$ cat config.mk
export PLATFORM = sky130hd
export DESIGN_NAME = mbta_board
export DESIGN_NICKNAME = d
export VERILOG_FILES = /design/src/hw/rtl/assert_macros.svh /design/src/hw/rtl/mbta_pkg.sv /design/src/hw/rtl/mbta_board.sv
export SDC_FILE = /design/constraint.sdc
export NUM_CORES = 1
export LEC_CHECK = 0
export BUFFER_PORTS_ARGS = -buffer_cell sky130_fd_sc_hd__buf_2
export CORE_AREA = 10 10 222 224
export CTS_CLUSTER_SIZE = 8
export DETAILED_ROUTE_END_ITERATION = 10
export DIE_AREA = 0 0 232 234
export PLACE_DENSITY_LB_ADDON = 0.12
export SYNTH_ARGS = -nofsm -noshare
export SYNTH_HDL_FRONTEND = slang
export SYNTH_SLANG_ARGS = --single-unit
$ cat constraint.sdc
create_clock -name clk -period 15.4 [get_ports clk]
set_input_delay 0 -clock clk [delete_from_list [all_inputs] [get_ports clk]]
set_output_delay 0 -clock clk [all_outputs]
set_load 0.02 [all_outputs]
$ cat src/hw/rtl/assert_macros.svh
// ============================================================================
// assert_macros.svh
// Shared concurrent assertion macros, clocked on clk and disabled in reset.
// ============================================================================
`ifndef ASSERT_MACROS_SVH
`define ASSERT_MACROS_SVH

// The consequent must hold in the same cycle as the antecedent.
`define MBTA_ASSERT_IMP(lbl, ante, cons, msg) \
	lbl: assert property (@(posedge clk) disable iff (!arst_n) (ante) |-> (cons)) \
		else $error(msg);

// The consequent must hold in the cycle after the antecedent.
`define MBTA_ASSERT_NEXT(lbl, ante, cons, msg) \
	lbl: assert property (@(posedge clk) disable iff (!arst_n) (ante) |=> (cons)) \
		else $error(msg);

`endif

$ cat src/hw/rtl/mbta_pkg.sv
// ============================================================================
// mbta_pkg
// Types, constants and helper functions of the timestamp aligner.
// ============================================================================
package mbta_pkg;

	localparam int MAX_BOARDS = 6;
	localparam int TS_W       = 48;
	localparam int DEV_W      = 50;
	localparam int WIDE_W     = 52;
	localparam int REC_W      = 32;
	localparam int BC_W       = 3;
	localparam int WIN_W      = 30;
	localparam int NOM_W      = 32;
	localparam int CFG_DATA_W = 32;
	localparam int CFG_IDX_W  = 2;

	localparam logic [BC_W-1:0]  BOARD_COUNT_RST    = 3'd6;
	localparam logic [WIN_W-1:0] MATCH_WINDOW_RST   = 30'd10000000;
	localparam logic [NOM_W-1:0] NOMINAL_PERIOD_RST = 32'd1000000000;

	localparam logic signed [WIDE_W-1:0] DEV_MAX_WIDE = 52'sh1_FFFF_FFFF_FFFF;
	localparam logic signed [WIDE_W-1:0] DEV_MIN_WIDE = 52'shE_0000_0000_0000;

	typedef enum logic [CFG_IDX_W-1:0] {
		CFG_BOARD_COUNT    = 2'd0,
		CFG_MATCH_WINDOW   = 2'd1,
		CFG_NOMINAL_PERIOD = 2'd2
	} cfg_reg_t;

	typedef enum logic {
		OP_SEED  = 1'b0,
		OP_ALIGN = 1'b1
	} opcode_t;

	typedef logic signed [DEV_W-1:0]  dev_t;
	typedef logic signed [WIDE_W-1:0] wide_t;
	typedef logic [TS_W-1:0]          stamp_t;

	typedef struct packed {
		logic step;
		logic seed;
		logic active;
	} board_ctl_t;

	typedef struct packed {
		logic near_nominal;
		logic matched;
	} board_stat_t;

	typedef struct packed {
		logic valid;
		dev_t value;
	} cand_t;

	function automatic dev_t sat_dev(input wide_t v);
		dev_t r;
		if (v > DEV_MAX_WIDE) begin
			r = DEV_MAX_WIDE[DEV_W-1:0];
		end else if (v < DEV_MIN_WIDE) begin
			r = DEV_MIN_WIDE[DEV_W-1:0];
		end else begin
			r = v[DEV_W-1:0];
		end
		return r;
	endfunction

	function automatic wide_t widen(input dev_t v);
		return wide_t'(v);
	endfunction

	function automatic cand_t min_pair(input cand_t a, input cand_t b);
		cand_t r;
		if (a.valid && b.valid) begin
			r = (b.value < a.value) ? b : a;
		end else if (a.valid) begin
			r = a;
		end else begin
			r = b;
		end
		return r;
	endfunction

endpackage

$ cat src/hw/rtl/mbta_board.sv
// ============================================================================
// mbta_board
// One board lane: holds the previous timestamp and the unmatched sum,
// forms the deviation, and decides the match against the chosen minimum.
// ============================================================================
module mbta_board (
	input  logic                            clk,
	input  logic                            arst_n,
	input  mbta_pkg::board_ctl_t            ctl,
	input  mbta_pkg::stamp_t                next_ts,
	input  logic [mbta_pkg::WIN_W-1:0]      window,
	input  logic [mbta_pkg::NOM_W-1:0]      nominal,
	input  mbta_pkg::dev_t                  min_dev,
	output mbta_pkg::dev_t                  dev,
	output mbta_pkg::board_stat_t           stat
);

	mbta_pkg::stamp_t prev_q;
	mbta_pkg::dev_t   sum_q;

	mbta_pkg::wide_t raw;
	mbta_pkg::wide_t win_w;
	mbta_pkg::wide_t nom_diff;
	mbta_pkg::wide_t min_diff;
	mbta_pkg::dev_t  sum_next;

	always_comb begin
		raw = $signed({4'b0, next_ts}) - $signed({4'b0, prev_q}) - mbta_pkg::widen(sum_q);
		dev = mbta_pkg::sat_dev(raw);
		win_w = $signed({22'b0, window});
		nom_diff = mbta_pkg::widen(dev) - $signed({20'b0, nominal});
		min_diff = mbta_pkg::widen(dev) - mbta_pkg::widen(min_dev);
		stat.near_nominal = ctl.active && (nom_diff < win_w) && (nom_diff > -win_w);
		stat.matched = ctl.active && (min_diff < win_w) && (min_diff > -win_w);
		sum_next = mbta_pkg::sat_dev(mbta_pkg::widen(sum_q) + mbta_pkg::widen(min_dev));
	end

	always_ff @(posedge clk or negedge arst_n) begin
		if (!arst_n) begin
			prev_q <= '0;
			sum_q  <= '0;
		end else if (ctl.step) begin
			if (ctl.seed) begin
				prev_q <= next_ts;
				sum_q  <= '0;
			end else if (ctl.active) begin
				if (stat.matched) begin
					prev_q <= next_ts;
					sum_q  <= '0;
				end else begin
					sum_q <= sum_next;
				end
			end
		end
	end

endmodule
After elaboration in Yosys (flattened, before gate mapping)
Cells that the tools add are included.

Add/subtract/negate cells: 6. $lt $le $gt $ge: 8. Mux-type cells: 10. Reduce and logical (&&, ||, !) cells: 8.

Operators with widths (number): 50-bit 2-to-1 mux (7); 48-bit 2-to-1 mux (3); 51-bit by 52-bit > comparator with 1-bit output (2); 51-bit by 50-bit > comparator with 1-bit output (second input constant) (2); 51-bit by 31-bit < comparator with 1-bit output (2); 51-bit by 50-bit < comparator with 1-bit output (second input constant) (2); 30-bit negation with 52-bit output (1); 50-bit by 50-bit adder with 51-bit output (1); 49-bit by 50-bit subtractor with 51-bit output (1); 50-bit by 33-bit subtractor with 51-bit output (1); 50-bit by 50-bit subtractor with 51-bit output (1); 48-bit by 48-bit subtractor with 49-bit output (1); 1-bit logical AND (4); 2-bit nonzero test (2); 3-bit AND reduction (1); 2-bit AND reduction (1).

Register bits: 98. Output and inout port bits: 52.

Longest topological paths before layout
Gate-level depths: netlist of the first run.

Depth in word-level cells: 12. Mapped depth: 61. Mapped depth without buffers: 57.

Worst setup path before layout of the first run
Ideal clock, no wire load.

Path kind: register to output. Start point: register prev_q[0]. End point: output stat[1] in the netlist's numbering. Data arrival time: 11.782 ns. Path slack: 3.618 ns. Stages on the path, launching flop included: 54. Buffers on the path: 5. Path through: dfrtp_1 -> ha_1 -> fa_1 -> nand2b_1 -> a21boi_0 -> o21ai_0 -> a21oi_1 -> o211ai_1 -> o31ai_1 -> a211oi_1 -> a211oi_1 -> o21ai_0 -> o211ai_1 -> nand2_1 -> o21ai_0 -> a21oi_1 -> xnor2_1 -> ha_1 -> (+18 left out) -> a311o_1 -> a21o_1 -> o22ai_2 -> clkbuf_1 -> nand3_1 -> o311ai_1 -> nand2_1 -> ha_1 -> nand4_1 -> nor4_1 -> nand4_1 -> o21a_1 -> a41o_1 -> a2111o_1 -> or3_1 -> nor4_1 -> nor4b_2 -> a31o_1.

RTL lines: start: declaration (RTL line mbta_board.sv:18) `mbta_pkg::stamp_t prev_q;`; start signal: assignment (RTL line mbta_board.sv:44) `prev_q <= next_ts;`; start signal: assignment (RTL line mbta_board.sv:48) `prev_q <= next_ts;`; end: declaration (RTL line mbta_board.sv:15) `output mbta_pkg::board_stat_t stat`.

==> results of run 1 <==
==> per-layer routing <==
layer | GRT usage, % | up-vias
met5 | 0 | -
met1 | 41.1 | 10900
met3 | 3.26 | 89
li1 | - | 11200
met4 | 8.27 | 0
met2 | 43.0 | 840
==> critical path, delay by kind of cell (launching register included) <==
family / cells / cell delay [ns]
AO/OA/AOI/OAI: 30 / 8.08
flip-flops: 1 / 0.39
adder cells (fa/ha/maj): 5 / 1.71
buffers and inverters: 2 / 0.28
AND/OR/NAND/NOR: 12 / 3.16
XOR/XNOR: 1 / 0.18
==> worst paths after layout <==
kind,slack [ns],depth (start not counted),to
min in group asynchronous,0.18,2,prev_q[6]
hold / removal,0.06,4,sum_q[0]
hold reg to reg,0.51,1,prev_q[9]
setup / recovery,1.16,50,stat[1]
setup reg to reg,1.73,56,prev_q[2]
max in group asynchronous,14.03,3,sum_q[35]
==> placed cells by master (no fill, tap or decap), drive strengths merged, types with 27 or more instances in the layout <==
cell type,Yosys,final
o21ai,184,184
a31oi,28,28
ha,393,393
inv,296,298
o31ai,27,27
nor3,70,70
o211ai,28,28
a21o,176,176
dlygate4sd3,0,49
xnor2,169,169
nand2,166,166
nor2,233,233
o21bai,47,47
xor2,55,55
a21oi,285,285
buf,23,227
dfrtp,98,98
o22ai,48,48
nand4,71,71
mux2,48,48
nor2b,41,41
nand2b,43,43
o21a,46,46
nand3,59,59
==> registers in the layout, summed over array words and instances (netlist names) <==
register  flops
sum_q        50
prev_q       48
==> final cells by class <==
| class | count | share of cell area [%] |
|---|---|---|
| tap | 600 | 3.06 |
| inverter | 296 | 4.53 |
| clock inverter | 6 | 0.204 |
| sequential | 98 | 9.99 |
| timing repair buffer | 276 | 6.75 |
| multi-input combinational | 2485 | 74.5 |
| clock buffer | 10 | 0.933 |
==> what timing repair did <==
action / 4_1_cts / 5_1_grt
setup endpoints to repair: 0 / 49
resized for setup: 0 / 4
endpoints found under the hold margin: 91 / 0
hold buffers: 49 / 0
==> cell families (layout without fill, tap and decap cells) <==
kind of cell	Yosys count	after routing	synth area share (%)
and+or+nand+nor	799	799	18.1
xor gates and xnor gates	224	224	8.86
adders and majority gates	405	405	23.0
AOI/OAI and AO/OA	1004	1004	29.7
muxes	53	53	2.84
DFF	98	98	11.1
buffers and inverters	368	588	6.50
==> stage by stage <==
step                      hold WS [ns]  utilization (%)
final                           0.0587             54.7
after global routing            0.0801             54.7
after CTS                       0.0482             54.6
after detailed placement        0.0635             52.9
after global placement          0.0598             52.9
after floorplan                 -0.296                -
==> impl_results.md, run 1 <==
* Min-Delay Startpoint: min_dev[0]
* DRC viols at 0
* Die area at 54300 sq um
* Antenna diode count at 0
* Top cell type's share of synthesized area at 22.2%
* Synth top cells by count: ha_1, inv_1, a21oi_1
* Clk_lat worst skew at 0.37 ns
* Port Buf Inserts at 216
* Fin. max-slew vios at 0
* Iter 0 DRT Violations at 1953
* Worst hold path class: input pin to flip-flop
* Metal3 WL at 5440 um
* Place WS at 1.23 ns
* Final hold viol count at 0
* Area leader, netlist: ha_1
* CP Launch Type: flip-flop
* TritonCTS Sinks at 98
* Die width at 232 um
* Layout cells sized above 1 at 11.2%
* RePlAce Congestion at 1.01
* Io pins at 217
* Setup repair bufs after CTS at 0
* Area of the core at 44900 sq um
* Die Y at 234 um
* Fin crit period at 14.24 ns
* Fraction of registers with async set/reset at 100%
* Most instantiated library cell after synthesis: ha_1
* Via count at 23000
* Worst Skew at 0.00981 ns
* Gr usage total at 28.3%
* Syn nets at 3514
* Yosys warns at 0
* Primary FF master, synth: dfrtp_1
* Top sig layer: met4
* DR WL/cell at 21.2 um
* R2r startpoint: prev_q[0]
* Final wirelength at 79800 um
* Post-synth EDFFs at 0
* Number of global-route vias before repair at 21700
* Final setup viols at 0
* Post-route setup slack at 1.16 ns
* Initial DRT Pass Iterations at 5
* Remaining Overflow, GRT at 0
* Layout area overhead at 10.8%
* Yosys reg bits at 98
* CTS tree: built
* Layout fillers at 4416
* Initial core utilization at 49.4%
* CTS H-tree lvls at 3
* Max-Slew Margin vs Limit at 30.4%
* Clock slew at reported path FFs at 0.07 ns
* First-pass GRT wire length at 122000 um
* Placed Cells at 3706
* Multi-input gate area at 18300 sq um
* FP Rows at 78
* Critical path's slowest cell: a2bb2oi_4
* Worst-margin pin slew at 1.04 ns
* Status: complete, no violations
* Via density at 6.11
* Final worst-path cycle share at 92.5%
* Netlist cell types at 105
* Num CTS Buffers at 9
* Register area at 2450 sq um
* Sum Neg Setup Slack at 0 ns
* CP endpoint kind: output pin
* Mapped Area at 22200 sq um
* CTS root buf: clkbuf_16
* RSZ-0062 raised after global routing: false
* Cell Area, Placed at 23800 sq um
* Detailed placement HPWL at 67800 um
* Initial antenna violation count at 0
* Design area at 24600 sq um
* Worst Path Arrival at 14.24 ns
* Crit path launch: prev_q[0]
* Post-DRT Antenna Nets at 0
* Non-filler cells, final at 3771
* Routed length on met1 at 38500 um
* Top cells by area, synth: ha_1, dfrtp_1, xnor2_1, a21oi_1, a21o_1
* Gate Count Post-Synth at 2951
* Max incr delay on CP at 0.45 ns
* Max Root-Sink Buffers at 2
* Crit-path max FO at 28
* Largest net degree at the start of global routing at 56
* Syn_area_per_cell at 7.51 sq um
* Metal2 WL at 33800 um
* Critical path required time at 15.40 ns
* Nets@finish at 3729
* Post-synthesis sequential area ratio at 11.1%
* Fmax at 70.2 MHz
* Critical path class: flip-flop to output pin
* Max-Cap Viols at 0
Power of run 1 is left out: the tool's default activity adds up to more than one toggle a clock period on the data nets, which glitch-free logic cannot reach.
==> run 2: changes to the inputs <==
--- a/config.mk
+++ b/config.mk
@@ -7,6 +7,7 @@
 export LEC_CHECK = 0
 export BUFFER_PORTS_ARGS = -buffer_cell sky130_fd_sc_hd__buf_2
 export CORE_AREA = 10 10 222 224
+export CTS_BUF_LIST = sky130_fd_sc_hd__clkbuf_8
 export CTS_CLUSTER_SIZE = 8
 export DETAILED_ROUTE_END_ITERATION = 10
 export DIE_AREA = 0 0 232 234
==> run 2 against run 1 <==
Register-to-register slack improved by 0.02 ns. Cell area fell by 0.37%. Worst hold slack better by 0.061 ns. Flip-flop and latch count stayed put. Setup slack better by 0.024 ns.
==> impl_results.md, run 2 (same netlist as run 1, synthesis figures left out) <==
* Sum Neg Setup Slack at 0 ns
* Via count at 23000
* Initial antenna violation count at 0
* Remaining Overflow, GRT at 0
* RePlAce Congestion at 1.01
* Metal2 WL at 33600 um
* Die Y at 234 um
* Max incr delay on CP at 0.45 ns
* Die area at 54300 sq um
* CP Launch Type: flip-flop
* FP Rows at 78
* DRC viols at 0
* CP endpoint kind: output pin
* Most common cell after layout, fill and taps aside: ha_1
* Worst Path Arrival at 14.21 ns
* Worst r2r dst: prev_q[2]
* Crit path launch: prev_q[0]
* Worst-margin pin slew at 1.04 ns
* Layout cells sized above 1 at 11.2%
* Layout fillers at 4429
* Routed length on met1 at 38300 um
* Io pins at 217
* Port Buf Inserts at 216
* TritonCTS Sinks at 98
* CTS tree: built
* Initial core utilization at 49.4%
* Max FFs per register at 50
* Nets@finish at 3730
* Largest net degree at the start of global routing at 56
* Metal3 WL at 5540 um
* Critical path class: flip-flop to output pin
* Antenna diode count at 0
* Clock slew at reported path FFs at 0.11 ns
* Max Root-Sink Buffers at 2
* DR WL/cell at 21.1 um
* Die width at 232 um
* Multi-input gate area at 18300 sq um
* Final setup viols at 0
* Initial DRT Pass Iterations at 7
* Biggest register: sum_q
* End of the critical path: stat[1]
* Area of the core at 44900 sq um
* CTS root buf: clkbuf_8
* Most frequent cells in the layout: ha_1, inv_1, a21oi_1, nor2_1, buf_2
* Fin. max-slew vios at 0
* Critical path required time at 15.40 ns
* Final wirelength at 79700 um
* Final worst-path cycle share at 92.3%
* Gr usage total at 28.3%
* Number of global-route vias before repair at 21600
* Status: complete, no violations
* First-pass GRT wire length at 122000 um
* Register area at 2450 sq um
* CTS H-tree lvls at 3
* Fin crit period at 14.21 ns
* Setup repair bufs after CTS at 0
* Iter 0 DRT Violations at 1914
* RSZ-0062 raised after global routing: false
* Fmax at 70.4 MHz
* Critical path's slowest cell: nor4_1
* Final hold viol count at 0
* R2r startpoint: prev_q[0]
* Fin Hold WS at 0.120 ns
* Clk_lat worst skew at 0.42 ns
* Crit-path max FO at 28
* Top sig layer: met4
* Layout area overhead at 10.4%
* Detailed placement HPWL at 67800 um
* Biggest regs: sum_q x50, prev_q x48
* Register-to-Register Path Depth at 56
* Max-Cap Viols at 0
* Num CTS Buffers at 9
* Worst hold path class: input pin to asynchronous set/reset pin
* Worst Skew at 0.0164 ns
* Via density at 6.10
* Max-Slew Margin vs Limit at 30.5%
* R2R setup slack at 1.75 ns
* Post-DRT Antenna Nets at 0
run 2: worst min-delay path by stage:
stage | start | slack [ns] | to | cells past startpoint
6_report | arst_n | 0.12 | prev_q[6] | 2
5_1_grt | arst_n | 0.14 | prev_q[6] | 2
4_1_cts | min_dev[2] | 0.09 | sum_q[2] | 5
3_5_place_dp | arst_n | 0.06 | prev_q[6] | 1
3_3_place_gp | arst_n | 0.06 | prev_q[8] | 1
2_1_floorplan | arst_n | -0.30 | prev_q[0] | 0
run 2: routing by layer:
metal  track usage, %  vias to the layer above
li1                 -                    11200
met1             41.1                    10900
met2             42.9                      848
met3             3.52                       93
met4             8.19                        0
met5                0                        -
run 2: cell type report:
| class | instances | share of cell area [%] |
|---|---|---|
| clock buffers | 9 | 0.506 |
| clock inverters | 7 | 0.220 |
| inverters | 296 | 4.54 |
| multi-input cells | 2485 | 74.8 |
| flip-flops and latches | 98 | 10.0 |
| well taps | 600 | 3.07 |
| repair buffers | 277 | 6.81 |
run 2: critical path: cells and delay by family, from the launching register on:
kind                       cells  cell delay [ns]
buffers and inverters          2             0.28
DFF                            1             0.40
AOI/OAI and AO/OA             30             8.04
and+or+nand+nor               12             3.13
adders and majority gates      5             1.71
xor gates and xnor gates       1             0.17
run 2: stage by stage:
step                util [%]  area, sq um  instances  setup slack [ns]
floorplan                  -        22200       2951              3.62
global placement        52.9        23800       3706              1.46
detailed placement      52.9        23800       3706              1.23
CTS                     54.4        24400       3772             0.601
global route            54.5        24500       3772            0.0869
finish                  54.5        24500       3772              1.19
run 2: repair_timing:
| action | 4_1_cts | 5_1_grt |
|---|---|---|
| setup endpoints to repair | 0 | 50 |
| hold buffers | 50 | 0 |
| resized for setup | 0 | 5 |
| endpoints found under the hold margin | 92 | 0 |
Power of run 2 is left out for the same reason.
